===== src/hdl/mgs_pkg.sv =====
// ----------------------------------------------------------------------------
// mgs_pkg
// Shared item types and fixed widths for the motion grid score block.
// ----------------------------------------------------------------------------
package mgs_pkg;

  localparam int PIX_W      = 8;
  localparam int POS_W      = 9;
  localparam int SUM_W      = 32;
  localparam int CELLS_W    = 8;
  localparam int QUOT_W     = 32;

  localparam logic [POS_W-1:0] POS_MAX           = 9'd511;
  localparam logic [POS_W-1:0] FRAME_WIDTH_RESET = 9'd320;
  localparam logic [SUM_W-1:0] SUM_MAX           = 32'hFFFF_FFFF;

  typedef struct packed {
    logic [PIX_W-1:0] pixel;
    logic             last_of_frame;
  } pixel_item_t;

  typedef struct packed {
    logic [CELLS_W-1:0] cells_with_motion;
    logic [QUOT_W-1:0]  motion_score;
  } score_item_t;

endpackage


===== src/hdl/mgs_pos.sv =====
// ----------------------------------------------------------------------------
// mgs_pos
// Raster position tracker: column/row plus incremental grid cell coordinates.
// ----------------------------------------------------------------------------
module mgs_pos #(
  parameter int CELLS_WIDE = 16,
  parameter int CELLS_HIGH = 12,
  parameter int CELL_SIZE  = 20,
  localparam int TOTAL     = CELLS_WIDE * CELLS_HIGH,
  localparam int IDX_W     = (TOTAL > 1) ? $clog2(TOTAL) : 1
) (
  input  logic                     clk,
  input  logic                     rst_n,
  input  logic                     item_fire,
  input  logic                     item_last,
  input  logic [mgs_pkg::POS_W-1:0] frame_width,
  output logic                     loc_in_grid,
  output logic [IDX_W-1:0]         loc_idx
);

  localparam int SUB_W = (CELL_SIZE > 1) ? $clog2(CELL_SIZE) : 1;
  localparam int CX_W  = $clog2(CELLS_WIDE + 1);
  localparam int CY_W  = $clog2(CELLS_HIGH + 1);
  localparam int PW    = mgs_pkg::POS_W;

  logic [PW-1:0]    column_r, column_nxt;
  logic [PW-1:0]    row_r, row_nxt;
  logic [SUB_W-1:0] sub_x_r, sub_x_nxt;
  logic [SUB_W-1:0] sub_y_r, sub_y_nxt;
  logic [CX_W-1:0]  cell_x_r, cell_x_nxt;
  logic [CY_W-1:0]  cell_y_r, cell_y_nxt;

  logic row_wrap;
  logic sub_x_end;
  logic sub_y_end;

  assign loc_in_grid = (cell_x_r < CX_W'(CELLS_WIDE)) && (cell_y_r < CY_W'(CELLS_HIGH));
  // index arithmetic wraps harmlessly in IDX_W bits: in-grid values stay below TOTAL
  assign loc_idx = loc_in_grid ?
                   IDX_W'(IDX_W'(cell_y_r) * IDX_W'(CELLS_WIDE) + IDX_W'(cell_x_r)) : '0;

  assign row_wrap  = ({1'b0, column_r} + (PW+1)'(1)) >= {1'b0, frame_width};
  assign sub_x_end = (sub_x_r == SUB_W'(CELL_SIZE - 1));
  assign sub_y_end = (sub_y_r == SUB_W'(CELL_SIZE - 1));

  always_comb begin
    column_nxt = column_r;
    row_nxt    = row_r;
    sub_x_nxt  = sub_x_r;
    sub_y_nxt  = sub_y_r;
    cell_x_nxt = cell_x_r;
    cell_y_nxt = cell_y_r;
    if (item_last) begin
      column_nxt = '0;
      row_nxt    = '0;
      sub_x_nxt  = '0;
      sub_y_nxt  = '0;
      cell_x_nxt = '0;
      cell_y_nxt = '0;
    end else if (row_wrap) begin
      column_nxt = '0;
      sub_x_nxt  = '0;
      cell_x_nxt = '0;
      // row sticks at its maximum, and so does its cell
      if (row_r != mgs_pkg::POS_MAX) begin
        row_nxt = row_r + PW'(1);
        if (sub_y_end) begin
          sub_y_nxt = '0;
          if (cell_y_r != CY_W'(CELLS_HIGH)) begin
            cell_y_nxt = cell_y_r + CY_W'(1);
          end
        end else begin
          sub_y_nxt = sub_y_r + SUB_W'(1);
        end
      end
    end else begin
      column_nxt = column_r + PW'(1);
      if (sub_x_end) begin
        sub_x_nxt = '0;
        // hold at one past the grid edge
        if (cell_x_r != CX_W'(CELLS_WIDE)) begin
          cell_x_nxt = cell_x_r + CX_W'(1);
        end
      end else begin
        sub_x_nxt = sub_x_r + SUB_W'(1);
      end
    end
  end

  always_ff @(posedge clk) begin
    if (!rst_n) begin
      column_r <= '0;
      row_r    <= '0;
      sub_x_r  <= '0;
      sub_y_r  <= '0;
      cell_x_r <= '0;
      cell_y_r <= '0;
    end else if (item_fire) begin
      column_r <= column_nxt;
      row_r    <= row_nxt;
      sub_x_r  <= sub_x_nxt;
      sub_y_r  <= sub_y_nxt;
      cell_x_r <= cell_x_nxt;
      cell_y_r <= cell_y_nxt;
    end
  end

endmodule


===== src/hdl/mgs_accum.sv =====
// ----------------------------------------------------------------------------
// mgs_accum
// Input register, per-cell motion marks, marked-cell count and saturating sum.
// ----------------------------------------------------------------------------
module mgs_accum #(
  parameter int CELLS_WIDE = 16,
  parameter int CELLS_HIGH = 12,
  localparam int TOTAL     = CELLS_WIDE * CELLS_HIGH,
  localparam int IDX_W     = (TOTAL > 1) ? $clog2(TOTAL) : 1,
  localparam int CNT_W     = $clog2(TOTAL + 1)
) (
  input  logic                      clk,
  input  logic                      rst_n,
  input  logic                      in_valid,
  output logic                      in_ready,
  input  mgs_pkg::pixel_item_t      in_data,
  input  logic                      loc_in_grid,
  input  logic [IDX_W-1:0]          loc_idx,
  output logic                      res_valid,
  input  logic                      res_ready,
  output logic [mgs_pkg::SUM_W-1:0] res_sum,
  output logic [CNT_W-1:0]          res_count
);

  localparam int SW = mgs_pkg::SUM_W;

  logic                       p_valid_r;
  logic [mgs_pkg::PIX_W-1:0]  p_pixel_r;
  logic                       p_last_r;
  logic                       p_in_grid_r;
  logic [IDX_W-1:0]           p_idx_r;

  logic [TOTAL-1:0] mark_r;
  logic [CNT_W-1:0] cnt_r;
  logic [SW-1:0]    sum_r;

  logic             fire_p;
  logic             mark_hit;
  logic [CNT_W-1:0] cnt_nxt;
  logic [SW:0]      sum_wide;
  logic [SW-1:0]    sum_nxt;

  // only a last pixel can wait, and only on the scoring pipeline
  assign fire_p   = p_valid_r && (!p_last_r || res_ready);
  assign in_ready = !p_valid_r || fire_p;

  assign mark_hit = p_in_grid_r && (p_pixel_r != '0) && !mark_r[p_idx_r];
  assign cnt_nxt  = cnt_r + CNT_W'(mark_hit);
  assign sum_wide = {1'b0, sum_r} + (SW+1)'(p_pixel_r);
  assign sum_nxt  = sum_wide[SW] ? mgs_pkg::SUM_MAX : sum_wide[SW-1:0];

  assign res_valid = p_valid_r && p_last_r;
  assign res_sum   = sum_nxt;
  assign res_count = cnt_nxt;

  always_ff @(posedge clk) begin
    if (!rst_n) begin
      p_valid_r <= 1'b0;
    end else if (in_ready) begin
      p_valid_r <= in_valid;
    end
  end

  always_ff @(posedge clk) begin
    if (in_valid && in_ready) begin
      p_pixel_r   <= in_data.pixel;
      p_last_r    <= in_data.last_of_frame;
      p_in_grid_r <= loc_in_grid;
      p_idx_r     <= loc_idx;
    end
  end

  always_ff @(posedge clk) begin
    if (!rst_n) begin
      mark_r <= '0;
      cnt_r  <= '0;
      sum_r  <= '0;
    end else if (fire_p) begin
      if (p_last_r) begin
        // frame done: its totals leave on res_*, start over
        mark_r <= '0;
        cnt_r  <= '0;
        sum_r  <= '0;
      end else begin
        cnt_r <= cnt_nxt;
        sum_r <= sum_nxt;
        if (mark_hit) begin
          mark_r[p_idx_r] <= 1'b1;
        end
      end
    end
  end

endmodule


===== src/hdl/mgs_score.sv =====
// ----------------------------------------------------------------------------
// mgs_score
// Score pipeline: split the sum by the cell count with a reciprocal multiply,
// scale quotient and remainder by the unmarked cells, add into the output.
// ----------------------------------------------------------------------------
module mgs_score #(
  parameter int CELLS_WIDE = 16,
  parameter int CELLS_HIGH = 12,
  localparam int TOTAL     = CELLS_WIDE * CELLS_HIGH,
  localparam int CNT_W     = $clog2(TOTAL + 1)
) (
  input  logic                      clk,
  input  logic                      rst_n,
  input  logic                      res_valid,
  output logic                      res_ready,
  input  logic [mgs_pkg::SUM_W-1:0] res_sum,
  input  logic [CNT_W-1:0]          res_count,
  output logic                      out_valid,
  input  logic                      out_ready,
  output mgs_pkg::score_item_t      out_data
);

  localparam int SW    = mgs_pkg::SUM_W;
  localparam int QW    = mgs_pkg::QUOT_W;
  localparam int LOG_D = $clog2(TOTAL);
  // reciprocal of the cell count, exact for any 32-bit sum
  localparam int K1    = SW + LOG_D;
  localparam int M1_W  = SW + 1;
  localparam int P1_W  = SW + M1_W;
  localparam logic [M1_W-1:0] M1 =
    M1_W'(((64'd1 << K1) + 64'(TOTAL) - 64'd1) / 64'(TOTAL));
  // reciprocal again for remainder * unmarked, which stays below cells^2
  localparam int TW    = 2 * CNT_W;
  localparam int K2    = TW + LOG_D;
  localparam int M2_W  = TW + 1;
  localparam int P2_W  = TW + M2_W;
  localparam logic [M2_W-1:0] M2 =
    M2_W'(((64'd1 << K2) + 64'(TOTAL) - 64'd1) / 64'(TOTAL));

  logic             m_valid_r;
  logic [SW-1:0]    m_sum_r;
  logic [CNT_W-1:0] m_cnt_r;

  logic             s1_valid_r;
  logic [SW-1:0]    s1_sum_r;
  logic [SW-1:0]    s1_quo_r;
  logic [CNT_W-1:0] s1_cnt_r;

  logic             s2_valid_r;
  logic [SW-1:0]    s2_hi_r;
  logic [CNT_W-1:0] s2_rem_r;
  logic [CNT_W-1:0] s2_unm_r;
  logic [CNT_W-1:0] s2_cnt_r;

  logic             s3_valid_r;
  logic [SW-1:0]    s3_hi_r;
  logic [TW-1:0]    s3_frac_r;
  logic [CNT_W-1:0] s3_cnt_r;

  logic                 out_valid_r;
  mgs_pkg::score_item_t out_data_r;

  logic             out_adv;
  logic             s3_adv;
  logic             s2_adv;
  logic             s1_adv;
  logic             m_adv;
  logic [P1_W-1:0]  quo_prod;
  logic [SW-1:0]    quo;
  logic [CNT_W-1:0] unmarked;
  logic [SW-1:0]    quo_times_d;
  logic [SW-1:0]    rem_wide;
  logic [SW-1:0]    hi;
  logic [TW-1:0]    frac;
  logic [P2_W-1:0]  frac_prod;
  logic [SW-1:0]    score;

  // a stage moves when it is empty or the one after it moves
  assign out_adv   = !out_valid_r || out_ready;
  assign s3_adv    = !s3_valid_r || out_adv;
  assign s2_adv    = !s2_valid_r || s3_adv;
  assign s1_adv    = !s1_valid_r || s2_adv;
  assign m_adv     = !m_valid_r || s1_adv;
  assign res_ready = m_adv;

  // sum = quo * cells + rem, so score = quo * unmarked + rem * unmarked / cells
  assign quo_prod    = P1_W'(m_sum_r) * P1_W'(M1);
  assign quo         = SW'(quo_prod >> K1);
  assign unmarked    = CNT_W'(TOTAL) - s1_cnt_r;
  assign quo_times_d = s1_quo_r * SW'(TOTAL);
  assign rem_wide    = s1_sum_r - quo_times_d;
  assign hi          = s1_quo_r * SW'(unmarked);
  assign frac        = TW'(s2_rem_r) * TW'(s2_unm_r);
  assign frac_prod   = P2_W'(s3_frac_r) * P2_W'(M2);
  assign score       = s3_hi_r + SW'(frac_prod >> K2);

  always_ff @(posedge clk) begin
    if (!rst_n) begin
      m_valid_r   <= 1'b0;
      s1_valid_r  <= 1'b0;
      s2_valid_r  <= 1'b0;
      s3_valid_r  <= 1'b0;
      out_valid_r <= 1'b0;
    end else begin
      if (m_adv) begin
        m_valid_r <= res_valid;
      end
      if (s1_adv) begin
        s1_valid_r <= m_valid_r;
      end
      if (s2_adv) begin
        s2_valid_r <= s1_valid_r;
      end
      if (s3_adv) begin
        s3_valid_r <= s2_valid_r;
      end
      if (out_adv) begin
        out_valid_r <= s3_valid_r;
      end
    end
  end

  always_ff @(posedge clk) begin
    if (m_adv) begin
      m_sum_r <= res_sum;
      m_cnt_r <= res_count;
    end
    if (s1_adv) begin
      s1_sum_r <= m_sum_r;
      s1_quo_r <= quo;
      s1_cnt_r <= m_cnt_r;
    end
    if (s2_adv) begin
      s2_hi_r  <= hi;
      s2_rem_r <= CNT_W'(rem_wide);
      s2_unm_r <= unmarked;
      s2_cnt_r <= s1_cnt_r;
    end
    if (s3_adv) begin
      s3_hi_r   <= s2_hi_r;
      s3_frac_r <= frac;
      s3_cnt_r  <= s2_cnt_r;
    end
    if (out_adv) begin
      out_data_r.cells_with_motion <= mgs_pkg::CELLS_W'(s3_cnt_r);
      out_data_r.motion_score      <= QW'(score);
    end
  end

  assign out_valid = out_valid_r;
  assign out_data  = out_data_r;

endmodule


===== src/hdl/motion_grid_score.sv =====
// ----------------------------------------------------------------------------
// motion_grid_score
// Grid-cell motion score over a raster stream of 8-bit difference pixels.
// ----------------------------------------------------------------------------
// Usage:
//   in_valid/in_ready/in_data carry one pixel per item in raster order, with
//   last_of_frame set on the final pixel. Pixels are taken one per cycle
//   while in_ready is high; position updates in the cycle after acceptance;
//   cell marks, count and sum update from the input register. Only the last
//   pixel of a frame produces an item on out_valid/out_ready/out_data:
//   marked-cell count and floor(sum * unmarked / cells). That item passes
//   through the input register, the score input register, three scoring
//   stages (reciprocal divide, scale by unmarked cells, remainder product)
//   and the output register. Frames may follow back to back, down to one
//   pixel per frame. When the receiver stalls, results queue in the score
//   stages (five deep); in_ready drops only once every stage holds a
//   waiting result and another last pixel sits in the input register, so
//   pixels that end no frame keep flowing meanwhile.
//   cfg_we/cfg_wdata write the frame width (pixels per row) with no wait;
//   write it only while no frame result is pending.
//   Reset (rst_n low, synchronous) sets the frame width to 320, starts at
//   column 0, row 0 with no cells marked and a zero sum, and empties the
//   pipeline.
// ----------------------------------------------------------------------------
module motion_grid_score #(
  parameter int CELLS_WIDE = 16,
  parameter int CELLS_HIGH = 12,
  parameter int CELL_SIZE  = 20
) (
  input  logic                      clk,
  input  logic                      rst_n,
  input  logic                      in_valid,
  output logic                      in_ready,
  input  mgs_pkg::pixel_item_t      in_data,
  output logic                      out_valid,
  input  logic                      out_ready,
  output mgs_pkg::score_item_t      out_data,
  input  logic                      cfg_we,
  input  logic [mgs_pkg::POS_W-1:0] cfg_wdata
);

  localparam int TOTAL = CELLS_WIDE * CELLS_HIGH;
  localparam int IDX_W = (TOTAL > 1) ? $clog2(TOTAL) : 1;
  localparam int CNT_W = $clog2(TOTAL + 1);

  logic [mgs_pkg::POS_W-1:0] frame_width_r;
  logic                      in_fire;
  logic                      loc_in_grid;
  logic [IDX_W-1:0]          loc_idx;
  logic                      res_valid;
  logic                      res_ready;
  logic [mgs_pkg::SUM_W-1:0] res_sum;
  logic [CNT_W-1:0]          res_count;

  always_ff @(posedge clk) begin
    if (!rst_n) begin
      frame_width_r <= mgs_pkg::FRAME_WIDTH_RESET;
    end else if (cfg_we) begin
      frame_width_r <= cfg_wdata;
    end
  end

  assign in_fire = in_valid && in_ready;

  mgs_pos #(
    .CELLS_WIDE (CELLS_WIDE),
    .CELLS_HIGH (CELLS_HIGH),
    .CELL_SIZE  (CELL_SIZE)
  ) u_pos (
    .clk         (clk),
    .rst_n       (rst_n),
    .item_fire   (in_fire),
    .item_last   (in_data.last_of_frame),
    .frame_width (frame_width_r),
    .loc_in_grid (loc_in_grid),
    .loc_idx     (loc_idx)
  );

  mgs_accum #(
    .CELLS_WIDE (CELLS_WIDE),
    .CELLS_HIGH (CELLS_HIGH)
  ) u_accum (
    .clk         (clk),
    .rst_n       (rst_n),
    .in_valid    (in_valid),
    .in_ready    (in_ready),
    .in_data     (in_data),
    .loc_in_grid (loc_in_grid),
    .loc_idx     (loc_idx),
    .res_valid   (res_valid),
    .res_ready   (res_ready),
    .res_sum     (res_sum),
    .res_count   (res_count)
  );

  mgs_score #(
    .CELLS_WIDE (CELLS_WIDE),
    .CELLS_HIGH (CELLS_HIGH)
  ) u_score (
    .clk       (clk),
    .rst_n     (rst_n),
    .res_valid (res_valid),
    .res_ready (res_ready),
    .res_sum   (res_sum),
    .res_count (res_count),
    .out_valid (out_valid),
    .out_ready (out_ready),
    .out_data  (out_data)
  );

  // a new frame always starts in the top-left cell
  assert property (@(posedge clk) disable iff (!rst_n)
    in_fire && in_data.last_of_frame |=> loc_in_grid && (loc_idx == '0))
    else $error("position not restarted after last pixel");

  // input backpressure only comes from a full, stalled score pipeline
  assert property (@(posedge clk) disable iff (!rst_n)
    !in_ready |-> out_valid && !out_ready)
    else $error("in_ready low without a stalled result");

  // the marked count handed to scoring never exceeds the cell count
  assert property (@(posedge clk) disable iff (!rst_n)
    res_valid && res_ready |-> res_count <= CNT_W'(TOTAL))
    else $error("marked count exceeds cell count");

endmodule

===== config.mk =====
export PLATFORM = sky130hd
export DESIGN_NAME = motion_grid_score
export DESIGN_NICKNAME = d
export VERILOG_FILES = /design/src/hdl/mgs_pkg.sv /design/src/hdl/mgs_pos.sv /design/src/hdl/mgs_accum.sv /design/src/hdl/mgs_score.sv /design/src/hdl/motion_grid_score.sv
export SDC_FILE = /design/constraint.sdc
export NUM_CORES = 2
export LEC_CHECK = 0
export BUFFER_PORTS_ARGS = -buffer_cell sky130_fd_sc_hd__buf_4
export CAP_MARGIN = 25
export CORE_MARGIN = 10
export CORE_UTILIZATION = 40
export CTS_CLUSTER_DIAMETER = 40
export DETAILED_ROUTE_END_ITERATION = 16
export PLACE_DENSITY_LB_ADDON = 0.08
export SETUP_SLACK_MARGIN = 0.2
export SYNTH_ARGS = -nofsm -noshare
export SYNTH_HDL_FRONTEND = slang
export SYNTH_HIERARCHICAL = 1
export SYNTH_SLANG_ARGS = --single-unit

===== constraint.sdc =====
create_clock -name clk -period 16.4 [get_ports clk]
set_clock_uncertainty 0.05 [all_clocks]
set_input_delay 3.28 -clock clk [delete_from_list [all_inputs] [get_ports clk]]
set_output_delay 3.28 -clock clk [all_outputs]
set_load 0.05 [all_outputs]

# Word level (Yosys, flattened, before mapping)
# Cells that the tools add are included.
[totals]
wordCells = 127
output_inout_bits = 42
reg_bits = 535
in_bits = 23
[classes]
n_addsub = 13
magnitude_cmp = 5
muxes = 30
mul = 5
n_reduce_logical = 34
eq_ne = 5
bitwise = 1
[op_table]
columns = ["operator", "n"]
rows = [
  ["192-bit 2-to-1 mux", 2],
  ["192-bit bitwise OR", 1],
  ["32-bit by 32-bit multiplier with 64-bit output, second input constant", 1],
  ["32-bit 2-to-1 mux", 2],
  ["5-bit 2-to-1 mux", 11],
  ["9-bit 2-to-1 mux", 5],
  ["32-bit by 8-bit adder with 33-bit output", 1],
  ["32-bit by 9-bit adder with 32-bit output", 1],
  ["16-bit by 16-bit multiplier with 32-bit output, second input constant", 1],
  ["25-bit by 8-bit multiplier with 32-bit output", 1],
  ["25-bit by 2-bit multiplier with 2-bit output, second input constant", 1],
  ["4-bit 2-to-1 mux", 5],
  ["9-bit by 1-bit adder with 9-bit output, second input constant", 2],
  ["8-bit by 8-bit multiplier with 16-bit output", 1],
  ["5-bit by 1-bit adder with 5-bit output, second input constant", 3],
  ["9-bit by 1-bit adder with 10-bit output, second input constant", 1],
  ["5-bit equality test, second input constant", 2],
  ["10-bit by 9-bit >= comparator with 1-bit output", 1],
  ["2-bit nonzero test", 5],
  ["8-bit by 9-bit less-than comparator with 1-bit output, second input constant", 1],
  ["9-bit != test, second input constant", 1],
  ["8-bit by 1-bit adder with 8-bit output", 1],
  ["8-bit by 5-bit adder with 8-bit output", 1],
  ["1-bit binary-select mux with 8-bit select", 1],
  ["other kinds (19)", 41],
]

# Longest topological paths before layout
[depth]
depth_word = 11
mapped_depth = 35
depth_no_buf = 35

# Cells and area by module
# The synthesis kept the hierarchy.
[modules_own_cells]
columns = ["mod", "seq_area_each_um2", "area_per_inst_um2", "cells_each", "n_inst"]
rows = [
  ["mgs_score", 7066.8, 35945.7, 3345, 1],
  ["mgs_accum", 5205.0, 12542.0, 1185, 1],
  ["mgs_pos", 740.7, 2456.1, 303, 1],
  ["motion_grid_score", 180.2, 339.1, 29, 1],
]

# Worst setup path before layout
# Ideal clock, no wire load.
[synth_timing]
path_type = "input -> output"
start = "in out_ready"
end = "out in_ready"
setup_slack_ns = 7.538
n_path_buf = 0
stages = 5
arrival_time_ns = 5.532
required_time_ns = 13.070
cell_sequence = "nor2b_1 > and3_1 > nand3_1 > nor2_1 > inv_1"
[synth_via]
elab_chain_cells = 8
[synth_rtl]
columns = ["element", "line_no", "source"]
rows = [
  ["from (decl)", "motion_grid_score.sv:36", "input logic out_ready,"],
  ["1-bit logical OR", "mgs_score.sv:79", "assign out_adv = !out_valid_r || out_ready;"],
  ["1-bit logical OR", "mgs_score.sv:80", "assign s3_adv = !s3_valid_r || out_adv;"],
  ["1-bit logical OR", "mgs_score.sv:81", "assign s2_adv = !s2_valid_r || s3_adv;"],
  ["1-bit logical OR", "mgs_score.sv:82", "assign s1_adv = !s1_valid_r || s2_adv;"],
  ["1-bit logical OR", "mgs_score.sv:83", "assign m_adv = !m_valid_r || s1_adv;"],
  ["net res_ready", "motion_grid_score.sv:51", "logic res_ready;"],
  ["1-bit logical OR", "mgs_accum.sv:44", "assign fire_p = p_valid_r && (!p_last_r || res_ready);"],
  ["1-bit logical AND", "mgs_accum.sv:44", ""],
  ["1-bit logical OR", "mgs_accum.sv:45", "assign in_ready = !p_valid_r || fire_p;"],
  ["to (decl)", "motion_grid_score.sv:33", "output logic in_ready,"],
]
# The timed path passes the listed nets, and every way through them passes these cells.

# Final worst setup path
# Same ends and word-level chain as after synthesis.

==> metrics.yaml <==
timing.final.crit_share_pct: 51.27
min-delay-start: "u_score/s2_hi_r[21]"
synth_area_mm2: 0.05128
grt_pass1_wl_um: 212800
rsz0062_at_grt: "false"
synthArstFlopShare_pct: 0
synthMuxAreaShare_pct: 2.523
cts.sinks: 534
fp.dieW_um: 378.1
numCtsBuffers: 99
initialDrtViolationCount: 1809
synth_edf_count: 250
startpoint: "out_ready"
crit_fanout: 45
routed_via_density: 5.080
grt_pass1_vias: 35889
regArea_mm2: 0.01319
fin_nets: 6170
antenna_found_initial: 2
hpwl_um: 105800
clk_pin_slew_ps: 50
grt_usage_pct: 19.02
via_count: 33828
maxSlewHeadroom_pct: 27.51
io_buffers: 64
ys.warnings.count: 6
crit_type: "primary input to output pin"
worst_pin_slew_ps: 1087
fin_setup_tns_ps: 0
post-cts-setup-buffer-count: 0
hold_depth: 0
cts_tree: "built"
die_area_mm2: 0.1429
overflow: 0
synth-seq-area-share_pct: 25.73
drtAntennaViolNets: 0
htreeDepth: 3
synth_xor_area_share_pct: 2.630
grt_start_max_net_pins: 193
synth_fp_nets: 6119
hp-class: "flop to flop"
status: "completed"
slew_viol_final: 0
min_period_ps: 8408
hold_buffers: 0
setup_viol_count_final: 0
num_antenna_cells: 0
max_freq_mhz: 118.9
worstPathArrival_ps: 5080
critPathLaunchType: "primary input"
hold_viol: 0
synth_top_family_by_area: "adder cells"
io-pin-count: 65
routed_wirelength_um: 133600
core_area_mm2: 0.1275
ctsResizeCount: 0
drtPass1Iterations: 5
synth-compound-area-share_pct: 11.10
avgSynthCellArea_um2: 10.55
route.detailed.drc: 0
rows: 131
layout-drive-gt1-share_pct: 9.786
syn_to_final_growth_pct: 11.23
reg2reg_from: "u_score/s3_frac_r[1]"
routedWlPerCell_um: 20.07
reg2reg_depth: 35
cts_root_buf: "clkbuf_16"
max-cap-violations: 0
cp_data_required_time_ps: 13070
ys.flop_type: "dfxtp_1"
gp_congestion: 0.9371
crit_path_end_kind: "output pin"
fill_cells: 12275
dieHeight_um: 378.1
initial_utilization_pct: 40.22
synthCells: 4862
synth_cell_types: 93
multi_input_area_mm2: 0.03349
ys_ff_latch: 534
synthSimpleGateAreaFrac_pct: 9.393
synth_fa_ha_area_share_pct: 39.51
clock_latency_ps: 730
cts.path.max_buffers: 3
[per-stage QoR]
step	setup WS, ps	std cells	area (um2)	hold slack [ps]	util, %
floorplan	7538	4862	51280	350.3	-
global placement	7975	6469	53450	350.7	41.91
detailed placement	7858	6472	53500	354.5	41.95
CTS	7873	6657	57000	334.3	44.70
global route	7378	6659	57040	354.0	44.73
finish	7992	6659	57040	342.0	44.73
[worst max-delay path, stage by stage]
cell	delay, ps
buf_4	110
nor2b_1	300
and3_1	350
nand3_2	100
buf_4	300
nor2_1	300
inv_1	90
buf_4	200
[final timing paths]
kind                                        endpoint  slack, ps
worst max register to register  u_score/out_data[27]       8010
worst max-delay path                        in_ready       7990
worst min register to register   u_score/s3_hi_r[21]        340
worst min-delay path             u_score/s3_hi_r[21]        340
[layout by cell type (no fill, tap or decap), types with 37 or more instances in the layout]
master | netlist | final
nor2b_1 | 37 | 37
edfxtp_1 | 250 | 250
xor2_1 | 58 | 56
nand3_1 | 70 | 69
ha_1 | 592 | 592
clkbuf_16 | 0 | 99
a22o_1 | 69 | 69
nor2_1 | 132 | 132
a21o_1 | 49 | 49
mux2i_1 | 37 | 37
mux4_2 | 38 | 38
nand2_1 | 427 | 424
o41ai_2 | 120 | 120
fa_1 | 642 | 642
and2_1 | 138 | 138
dfxtp_1 | 284 | 284
a21oi_1 | 145 | 144
o21ai_0 | 74 | 74
buf_4 | 0 | 98
inv_1 | 1046 | 1044
xnor2_1 | 96 | 93
[routing by layer]
metal | routed length [um] | up-vias | GRT usage [%]
met5 | 0 | - | 0
met4 | 2328 | 0 | 4.091
met3 | 5938 | 135 | 3.083
met2 | 60480 | 602 | 30.01
met1 | 64880 | 16927 | 27.36
li1 | - | 16164 | -
[flip-flops by register name, indices dropped and copies added (netlist names), 9 cells and up]
register and flops:
frame_width_r 9, u_accum/mark_r 192, u_accum/sum_r 32, u_pos/column_r 9, u_pos/row_r 9, u_score/m_sum_r 32, u_score/out_data 40, u_score/s1_quo_r 25
u_score/s2_hi_r 32, u_score/s3_frac_r 16, u_score/s3_hi_r 32
[cell type report]
type                    instances  share of cell area (%)
multi-input cells            3126                   58.70
flip-flops and latches        534                   23.13
inverters                    1048                   6.896
clock buffers                 105                   4.400
well taps                    1662                   3.645
clock inverters                80                   1.731
repair buffers                104                   1.496
[cell usage after synthesis, types with 13 or more instances]
cell	n	area share (%)
a21oi_1	145	1.4
nand4_1	35	0.43
nand2b_1	22	0.27
fa_1	642	25
a21boi_0	13	0.19
o21a_1	19	0.28
nand2_1	427	3.1
nor2b_1	37	0.45
nor3_1	31	0.30
a22oi_1	28	0.41
inv_1	1046	7.7
edfxtp_1	250	15
or3_1	15	0.18
buf_6	19	0.42
and3_1	30	0.37
a22o_1	69	1.2
mux2i_1	37	0.72
xor2_1	58	0.99
nand3_1	70	0.68
mux4_2	38	1.7
nor2_1	132	0.97
o21ai_0	74	0.72
a21o_1	49	0.72
o41ai_2	120	3.8
xnor2_1	96	1.6
ha_1	592	14
o21bai_1	14	0.20
clkbuf_1	115	0.84
and2_1	138	1.7
dfxtp_1	284	11
a31oi_1	18	0.22
[cells by family after synthesis]
group / count (synthesis)
and+or+nand+nor: 996
AOI/OAI and AO/OA: 661
xor gates and xnor gates: 154
muxes: 81
buffers and inverters: 1202
adders and majority gates: 1234
DFF: 534
Power is not shown: default switching activity piles up to over one toggle a cycle in this logic, so the estimate is an artifact.
